`config.mk`:
```
export PLATFORM = sky130hd
export DESIGN_NAME = button_click_gesture_detector
export DESIGN_NICKNAME = d
export VERILOG_FILES = /design/src/hdl/bcgd_pkg.sv /design/src/hdl/button_click_gesture_detector.sv /design/src/hdl/bcgd_cell.sv
export SDC_FILE = /design/constraint.sdc
export NUM_CORES = 1
export LEC_CHECK = 0
export BUFFER_PORTS_ARGS = -buffer_cell sky130_fd_sc_hd__buf_2
export CAP_MARGIN = 10
export CORE_ASPECT_RATIO = 1.75
export CORE_MARGIN = 8
export CORE_UTILIZATION = 45
export CTS_CLUSTER_SIZE = 24
export DETAILED_ROUTE_END_ITERATION = 6
export HOLD_SLACK_MARGIN = 0.1
export PLACE_DENSITY = 0.71
export SYNTH_ARGS = -nofsm -noshare
export SYNTH_HDL_FRONTEND = slang
export SYNTH_SLANG_ARGS = --single-unit
```
`constraint.sdc`:
```
create_clock -name clk_i -period 11.3 [get_ports clk_i]
set_input_delay 2.26 -clock clk_i [delete_from_list [all_inputs] [get_ports clk_i]]
set_output_delay 2.26 -clock clk_i [all_outputs]
set_load 0.03 [all_outputs]
```
`src/hdl/bcgd_pkg.sv`:
```
package bcgd_pkg;

  localparam int unsigned MaxButtons  = 4;
  // Button slots addressed by the 2-bit button field
  localparam int unsigned ButtonSlots = 4;
  localparam int unsigned NumCells    = (MaxButtons < ButtonSlots) ? MaxButtons : ButtonSlots;

  localparam int unsigned DelayW = 16;
  localparam int unsigned ClickW = 8;
  localparam int unsigned CountW = 3;
  localparam int unsigned IdxW   = 2;

  localparam logic [ClickW-1:0] ClickReset = {ClickW{1'b1}};
  localparam logic [DelayW-1:0] DelayMax   = {DelayW{1'b1}};

  typedef enum logic [3:0] {
    G_NONE     = 4'd0,
    G_SINGLE   = 4'd1,
    G_DOUBLE   = 4'd2,
    G_TRIPLE   = 4'd3,
    G_LONG     = 4'd4,
    G_DLONG    = 4'd5,
    G_TLONG    = 4'd6,
    G_VLONG    = 4'd7,
    G_RELEASED = 4'd8
  } gesture_e;

  typedef enum logic [2:0] {
    REG_NUM_BUTTONS = 3'd0,
    REG_TICK_STEP   = 3'd1,
    REG_EDGE_STEP   = 3'd2,
    REG_SINGLE_LIM  = 3'd3,
    REG_DOUBLE_LIM  = 3'd4,
    REG_VLONG_LIM   = 3'd5,
    REG_ACTIVE_HIGH = 3'd6
  } reg_idx_e;

  typedef enum logic [2:0] {
    OP_IDLE,
    OP_CLEAR_G,
    OP_ADD,
    OP_EDGE,
    OP_TICK,
    OP_STOP
  } cell_op_e;

  typedef enum logic [2:0] {
    S_IDLE,
    S_ADD,
    S_CLASS,
    S_STOP,
    S_OUT
  } state_e;

  typedef struct packed {
    logic [DelayW-1:0] edge_step;
    logic [DelayW-1:0] single_lim;
    logic [DelayW-1:0] double_lim;
    logic [DelayW-1:0] vlong_lim;
  } lim_t;

  typedef struct packed {
    cell_op_e          op;
    logic [DelayW-1:0] step;
    logic              rel;
    logic              stop;
  } cell_ctrl_t;

endpackage

```
`src/hdl/button_click_gesture_detector.sv`:
```
// Gesture detector for up to four buttons. Each button lives in one cell of a chain holding
// its hold delay, click count and last reported gesture; the cells pass a keep-running flag
// along the row so the tick timer stops once every button is released and out of its click
// window. One item at a time: an edge item passes through accept, delay add, classify and
// output to its single result; an active tick item adds a stop check after the classify,
// then gives one result per output transaction for each button in use (one when none is
// in use); an edge on an unused button or a tick with the timer stopped goes from accept
// straight to the output. The saturating add and the classify compare are separate states,
// and the output stage steps through the cells' registered gestures.
module button_click_gesture_detector (
  input  logic        clk_i,
  input  logic        rst_ni,
  input  logic        s_axis_tvalid_i,
  output logic        s_axis_tready_o,
  // [0] cmd, [2:1] button_index, [3] is_release, [7:4] pin_levels
  input  logic [7:0]  s_axis_tdata_i,
  output logic        m_axis_tvalid_o,
  input  logic        m_axis_tready_i,
  // [1:0] out_button, [5:2] gesture, [6] timer_running, [7] zero
  output logic [7:0]  m_axis_tdata_o,
  output logic        m_axis_tlast_o,
  input  logic        cfg_valid_i,
  output logic        cfg_ready_o,
  input  logic [2:0]  cfg_index_i,
  input  logic [15:0] cfg_data_i
);
  import bcgd_pkg::*;

  state_e                   state_q, state_d;
  logic [CountW-1:0]        num_q;
  logic [DelayW-1:0]        tick_step_q, edge_step_q, single_lim_q, double_lim_q, vlong_lim_q;
  logic                     active_high_q;
  logic                     cmd_q, rel_q;
  logic [IdxW-1:0]          idx_q;
  logic [ButtonSlots-1:0]   pins_q;
  logic [IdxW-1:0]          btn_q, btn_d;
  logic                     timer_q, timer_d;

  logic                     in_acc, out_acc;
  logic [CountW-1:0]        n_eff;
  logic                     edge_ok, stop, last;
  cell_ctrl_t               ctrl;
  lim_t                     lim;
  logic [ButtonSlots-1:0]   en;
  logic [ButtonSlots:0]     busy;
  gesture_e                 g_slot [ButtonSlots];

  assign in_acc  = s_axis_tvalid_i & s_axis_tready_o;
  assign out_acc = m_axis_tvalid_o & m_axis_tready_i;
  assign n_eff   = (num_q > CountW'(NumCells)) ? CountW'(NumCells) : num_q;
  assign edge_ok = {1'b0, idx_q} < n_eff;
  assign stop    = ~busy[ButtonSlots];
  assign last    = cmd_q | (n_eff == '0) | ({1'b0, btn_q} == (n_eff - CountW'(1)));

  assign cfg_ready_o     = 1'b1;
  assign s_axis_tready_o = (state_q == S_IDLE);
  assign m_axis_tvalid_o = (state_q == S_OUT);
  assign m_axis_tlast_o  = last;
  assign m_axis_tdata_o  = {1'b0, timer_q, g_slot[btn_q], btn_q};

  assign lim = '{edge_step: edge_step_q, single_lim: single_lim_q,
                 double_lim: double_lim_q, vlong_lim: vlong_lim_q};

  // Configuration registers
  always_ff @(posedge clk_i or negedge rst_ni) begin
    if (!rst_ni) begin
      num_q         <= '0;
      tick_step_q   <= DelayW'(50);
      edge_step_q   <= DelayW'(10);
      single_lim_q  <= DelayW'(400);
      double_lim_q  <= DelayW'(600);
      vlong_lim_q   <= DelayW'(3000);
      active_high_q <= 1'b0;
    end else if (cfg_valid_i && cfg_ready_o) begin
      case (reg_idx_e'(cfg_index_i))
        REG_NUM_BUTTONS: num_q         <= cfg_data_i[CountW-1:0];
        REG_TICK_STEP:   tick_step_q   <= cfg_data_i;
        REG_EDGE_STEP:   edge_step_q   <= cfg_data_i;
        REG_SINGLE_LIM:  single_lim_q  <= cfg_data_i;
        REG_DOUBLE_LIM:  double_lim_q  <= cfg_data_i;
        REG_VLONG_LIM:   vlong_lim_q   <= cfg_data_i;
        REG_ACTIVE_HIGH: active_high_q <= cfg_data_i[0];
        default: ;
      endcase
    end
  end

  // Hold the accepted item
  always_ff @(posedge clk_i) begin
    if (in_acc) begin
      cmd_q  <= s_axis_tdata_i[0];
      idx_q  <= s_axis_tdata_i[2:1];
      rel_q  <= s_axis_tdata_i[3];
      pins_q <= s_axis_tdata_i[7:4];
    end
  end

  always_comb begin
    state_d   = state_q;
    btn_d     = btn_q;
    timer_d   = timer_q;
    ctrl.op   = OP_IDLE;
    ctrl.step = cmd_q ? edge_step_q : tick_step_q;
    ctrl.rel  = rel_q;
    ctrl.stop = stop;
    for (int i = 0; i < ButtonSlots; i++) begin
      en[i] = 1'b0;
    end
    case (state_q)
      S_IDLE: begin
        ctrl.op = OP_CLEAR_G;
        en      = {ButtonSlots{in_acc}};
        if (in_acc) begin
          btn_d = s_axis_tdata_i[0] ? s_axis_tdata_i[2:1] : '0;
          if (s_axis_tdata_i[0]) begin
            state_d = ({1'b0, s_axis_tdata_i[2:1]} < n_eff) ? S_ADD : S_OUT;
          end else begin
            state_d = timer_q ? S_ADD : S_OUT;
          end
        end
      end
      S_ADD, S_CLASS: begin
        if (state_q == S_ADD) begin
          ctrl.op = OP_ADD;
          state_d = S_CLASS;
        end else begin
          ctrl.op = cmd_q ? OP_EDGE : OP_TICK;
          state_d = cmd_q ? S_OUT : S_STOP;
          if (cmd_q && edge_ok) timer_d = 1'b1;
        end
        for (int i = 0; i < ButtonSlots; i++) begin
          en[i] = cmd_q ? (idx_q == IdxW'(i)) : (CountW'(i) < n_eff);
        end
      end
      S_STOP: begin
        ctrl.op = OP_STOP;
        for (int i = 0; i < ButtonSlots; i++) begin
          en[i] = CountW'(i) < n_eff;
        end
        if (stop) timer_d = 1'b0;
        state_d = S_OUT;
      end
      S_OUT: begin
        if (out_acc) begin
          if (last) begin
            state_d = S_IDLE;
          end else begin
            btn_d = btn_q + IdxW'(1);
          end
        end
      end
      default: state_d = S_IDLE;
    endcase
  end

  always_ff @(posedge clk_i or negedge rst_ni) begin
    if (!rst_ni) begin
      state_q <= S_IDLE;
      timer_q <= 1'b0;
      btn_q   <= '0;
    end else begin
      state_q <= state_d;
      timer_q <= timer_d;
      btn_q   <= btn_d;
    end
  end

  assign busy[0] = 1'b0;

  for (genvar i = 0; i < ButtonSlots; i++) begin : g_slots
    if (i < NumCells) begin : g_cell
      bcgd_cell u_cell (
        .clk_i     (clk_i),
        .rst_ni    (rst_ni),
        .ctrl_i    (ctrl),
        .lim_i     (lim),
        .en_i      (en[i]),
        .pressed_i (pins_q[i] == active_high_q),
        .busy_i    (busy[i]),
        .busy_o    (busy[i+1]),
        .gesture_o (g_slot[i])
      );
    end else begin : g_empty
      assign busy[i+1] = busy[i];
      assign g_slot[i] = G_NONE;
    end
  end

endmodule

```
`src/hdl/bcgd_cell.sv`:
```
module bcgd_cell (
  input  logic                clk_i,
  input  logic                rst_ni,
  input  bcgd_pkg::cell_ctrl_t ctrl_i,
  input  bcgd_pkg::lim_t      lim_i,
  input  logic                en_i,
  input  logic                pressed_i,
  input  logic                busy_i,
  output logic                busy_o,
  output bcgd_pkg::gesture_e  gesture_o
);
  import bcgd_pkg::*;

  logic [DelayW-1:0] delay_q, delay_d;
  logic [ClickW-1:0] click_q, click_d;
  gesture_e          rep_q, rep_d;
  gesture_e          g_q, g_d;
  logic [DelayW:0]   sum;
  logic [ClickW-1:0] click_inc;
  logic              in_window;

  assign sum       = {1'b0, delay_q} + {1'b0, ctrl_i.step};
  assign click_inc = click_q + ClickW'(1);
  assign in_window = (delay_q > lim_i.edge_step) && (delay_q < lim_i.double_lim);

  // Any button still holding or inside its click window keeps the timer alive
  assign busy_o    = busy_i | (en_i & ((rep_q != G_RELEASED) | in_window));
  assign gesture_o = g_q;

  always_comb begin
    gesture_e g;
    delay_d = delay_q;
    click_d = click_q;
    rep_d   = rep_q;
    g_d     = g_q;
    g       = G_NONE;
    if (en_i) begin
      case (ctrl_i.op)
        OP_CLEAR_G: g_d = G_NONE;
        OP_ADD: delay_d = sum[DelayW] ? DelayMax : sum[DelayW-1:0];
        OP_EDGE: begin
          if (ctrl_i.rel) begin
            if (delay_q > lim_i.single_lim) begin
              click_d = ClickReset;
              delay_d = '0;
              g       = G_RELEASED;
            end
          end else if (delay_q < lim_i.single_lim) begin
            click_d = click_inc;
            delay_d = '0;
            case (click_inc)
              8'd0: g = G_SINGLE;
              8'd1: g = G_DOUBLE;
              8'd2: begin
                g       = G_TRIPLE;
                click_d = ClickReset;
              end
              default: g = G_NONE;
            endcase
          end
          g_d = g;
          if (g != G_NONE) rep_d = g;
        end
        OP_TICK: begin
          if (pressed_i) begin
            if ((delay_q > lim_i.vlong_lim) && (click_q == '0)) begin
              g = G_VLONG;
            end else if (delay_q > lim_i.single_lim) begin
              case (click_q)
                8'd0:    g = G_LONG;
                8'd1:    g = G_DLONG;
                8'd2:    g = G_TLONG;
                default: g = G_NONE;
              endcase
            end
          end else if (delay_q >= lim_i.double_lim) begin
            click_d = ClickReset;
            g       = G_RELEASED;
          end
          g_d = g;
          if (g != G_NONE) rep_d = g;
        end
        OP_STOP: begin
          if (ctrl_i.stop) begin
            delay_d = '0;
            click_d = ClickReset;
          end
        end
        default: ;
      endcase
    end
  end

  always_ff @(posedge clk_i or negedge rst_ni) begin
    if (!rst_ni) begin
      delay_q <= '0;
      click_q <= ClickReset;
      rep_q   <= G_RELEASED;
      g_q     <= G_NONE;
    end else begin
      delay_q <= delay_d;
      click_q <= click_d;
      rep_q   <= rep_d;
      g_q     <= g_d;
    end
  end

endmodule

```
==> summary.md <==
| Metric | Value |
|---|---|
| Status | `complete, no violations` |
| Clk_lat worst skew | `0.55 ns` |
| Post-DRT Antenna Nets | `0` |
| RSZ-0062 raised after global routing | `no` |
| Hold_sp | `g_slots[1].g_cell.u_cell.rep_q[3]` |
| CTS tree | `yes` |
| DRC Markers | `0` |
| Hold Path End | `g_slots[1].g_cell.u_cell.rep_q[3]` |
| Vias per cell | `6.27` |
| FF+latch count, synth | `226` |
| Fmax | `0.216 GHz` |
| Fin crit share | `41.0%` |
| Drt first pass iters | `6` |
| Crit path launch type | `flop` |
| I/O pin count | `44` |
| Area Overhead vs Synth | `8.24%` |
| Async S/R FF share, synth | `96.5%` |
| WHS Path Cells | `2` |
| PwrDens | `287 mW/mm^2` |
| Synth Flop Type | `dfrtp_1` |
| Max Root-Sink Buffers | `3` |
| Crit Path Category | `reg2out` |
| EDFF count, synth | `8` |
| Count of clock tree sinks | `226` |
| Final Slew Violations | `0` |
| Instance count of the mapped netlist | `2192` |
| Crit path cell chain | `inv_1, nand2_1, ha_1, xor2_1, a311o_1, buf_2` |
| CTS root buf | `clkbuf_16` |
| Vias in the first global route | `17885` |
| Total track usage | `28.4%` |
| Layout cells sized above 1 | `11.8%` |
| Post-CTS Hold Buffers | `0` |
| Initial antenna violation count | `1` |
| Top-area cell type share of the netlist area | `21.9%` |
| Slowest cell on crit path | `dfrtp_1` |
| Row count | `101` |
| Die Area | `0.0508 mm^2` |
| Drt total wl | `73200 um` |
| First-pass GRT wire length | `109000 um` |
| Worst hold path type | `reg2reg` |
| Synth top area cells | `ha_1 (22%), dfrtp_1 (21%), dfstp_2 (7.4%)` |
| RR Endpoint | `g_slots[3].g_cell.u_cell.delay_q[7]` |
| DR vias | `17530` |
| Final Setup Violations | `0` |
| Port buffer count | `41` |
| Critical path capture point type | `output port` |
| Final hold slack | `0.464 ns` |
| Worst R2R Setup Slack | `6.97 ns` |
| Max-cap violations | `0` |
| Core Area | `0.0432 mm^2` |
| Net Count, Synth | `2572` |
| Mapped Area | `0.0196 mm^2` |
| Nets@finish | `2592` |
| CP arrival | `2.37 ns` |
| Initial drt markers | `1016` |
| Mean post-synth cell area | `8.95 um^2` |
| H-Tree Depth | `1` |
| Mean routed wirelength per cell | `26.2 um` |
| Reg clk slew, reported paths | `0.07 ns` |
| Largest net degree at the start of global routing | `104` |
| Number of distinct library cells after synthesis | `80` |
| Final GP Congestion | `1.08` |
| Setup TNS | `0 ns` |
| CP required | `9.04 ns` |
| Worst IR Drop VDD | `0.134 mV` |
| # Post-CTS Setup Buffers | `0` |
| Worst reg2reg path depth | `10` |
| Fin crit period | `4.63 ns` |
| Sequential share of the synthesized area | `29.4%` |
| Reg-to-reg critical path startpoint | `g_slots[0].g_cell.u_cell.delay_q[9]` |
| Synth warn | `0` |
| Slowest Stage Delay on Critical Path | `0.47 ns` |
| Biggest area consumer among synthesized cells | `ha_1` |
| Leak | `0.00997 uW` |
| Fillers | `4139` |
| Clk_skew | `0.0163 ns` |
| Chip Height | `292 um` |
| Slew HR | `14.9%` |
| Slew @ Worst Pin | `1.24 ns` |
| Final HPWL DP | `58400 um` |
| Post-CTS Resized | `0` |
| Die width | `174 um` |
| Crit path max fanout | `8` |
| Final Hold Viols | `0` |
| Gr ovfl total | `0` |
| Initial Util | `45.4%` |
| CTS Buf Count | `24` |
stage by stage:
stage                     worst slack (ns)  utilization (%)  area [um^2]  total power, uW  cells
after floorplan                       6.88                -        19600             3990   2192
after global placement                6.26             47.3        20400             5020   2752
after detailed placement              6.16             47.3        20400             5160   2752
after CTS                             6.67             49.1        21200             6010   2796
after global routing                  6.39             49.1        21200             6560   2796
final                                 6.67             49.2        21200             6090   2797
registers in the layout, indices dropped and copies added (netlist names):
signal,cells
vlong_lim_q,16
cmd_q,1
single_lim_q,16
pins_q,4
g_slots.g_cell.u_cell.rep_q,16
g_slots.g_cell.u_cell.click_q,32
active_high_q,1
timer_q,1
tick_step_q,16
g_slots.g_cell.u_cell.delay_q,64
double_lim_q,16
edge_step_q,16
state_q,3
rel_q,1
g_slots.g_cell.u_cell.gesture_o,16
num_q,3
idx_q,2
btn_q,2
worst max-delay path, delay by kind of cell, from the launching register on:
family	cells	cell delay, ns
flip-flops	1	0.47
AO/OA/AOI/OAI	1	0.41
buffers and inverters	2	0.34
adder cells (fa/ha/maj)	1	0.33
XOR/XNOR	1	0.14
AND/OR/NAND/NOR	1	0.13
how the worst max path moves through the flow:
stage	cells past startpoint	end	slack, ns	startpoint
4_1_cts	6	m_axis_tlast_o	6.67	num_q[2]
3_3_place_gp	10	g_slots[1].g_cell.u_cell.delay_q[14]	6.26	s_axis_tvalid_i
2_1_floorplan	10	g_slots[2].g_cell.u_cell.delay_q[10]	6.88	s_axis_tvalid_i
3_5_place_dp	10	g_slots[1].g_cell.u_cell.delay_q[9]	6.16	s_axis_tvalid_i
5_1_grt	10	g_slots[1].g_cell.u_cell.delay_q[6]	6.39	s_axis_tvalid_i
6_report	6	m_axis_tlast_o	6.67	num_q[2]
cells by family (layout without fill, tap and decap cells):
family                     Yosys count  after routing  synth area share [%]
buffers and inverters              208            246                  4.14
muxes                               76             76                  4.58
DFF                                226            226                  29.4
and+or+nand+nor                    596            596                  15.2
other                                2              3                0.0383
xor gates and xnor gates            51             51                  2.28
adders and majority gates          348            348                  22.3
AOI/OAI and AO/OA                  685            685                  22.1
placed cells by master (no fill, tap or decap), types with 7 or more instances in the layout:
cell and n:
a21oi_1 166, nand2b_1 26, a22o_1 16, buf_4 15, a211oi_1 17, mux2_2 70, o211ai_1 25, o41ai_1 8
or2_2 17, o31a_1 10, dfstp_2 55, o21ai_0 197, or3_1 15, nor2b_1 26, buf_2 40, nor3_1 43
a41oi_1 11, o21a_1 23, a2111oi_0 7, xor2_1 27, nand2_1 177, clkbuf_16 25, a21boi_0 9, a211o_1 8
nor2_1 106, inv_1 146, o21bai_1 9, nor4_1 19, dfrtp_1 163, and3_1 27, edfxtp_1 8, xnor2_1 24
a21o_1 66, nand3_1 50, nand4_1 49, ha_1 344, a31oi_1 49
cell usage after synthesis (15+ instances only):
master / n
a211oi_1: 17
a21o_1: 66
a21oi_1: 166
a22o_1: 16
a31oi_1: 49
and3_1: 27
clkbuf_1: 48
dfrtp_1: 163
dfstp_2: 55
ha_1: 344
inv_1: 146
mux2_2: 70
nand2_1: 177
nand2b_1: 26
nand3_1: 50
nand4_1: 49
nor2_1: 106
nor2b_1: 26
nor3_1: 44
nor4_1: 19
o211ai_1: 25
o21a_1: 23
o21ai_0: 197
or2_2: 17
or3_1: 15
xnor2_1: 24
xor2_1: 27
power by group:
part / switching (uW) / total (uW) / internal (uW)
clock network: 360 / 833 / 472
registers: 550 / 1680 / 1130
logic: 2170 / 3580 / 1410
routing by layer:
| metal | vias up | GRT usage [%] | routed length [um] |
|---|---|---|---|
| met5 | - | 0 | 0 |
| met3 | 317 | 4.73 | 3530 |
| li1 | 8210 | - | - |
| met2 | 620 | 50.5 | 36200 |
| met4 | 0 | 29.3 | 8940 |
| met1 | 8383 | 26.6 | 24500 |
layout make-up:
class	count	area, um^2	share of cell area (%)
clock inverters	13	133	0.624
clock buffers	31	678	3.19
flip-flops and latches	226	5760	27.1
inverters	146	548	2.58
multi-input cells	1758	13100	61.6
diodes	1	2.50	0.0118
repair buffers	56	328	1.54
well taps	566	708	3.33
Note: power is estimated with default switching activity, not from simulation.
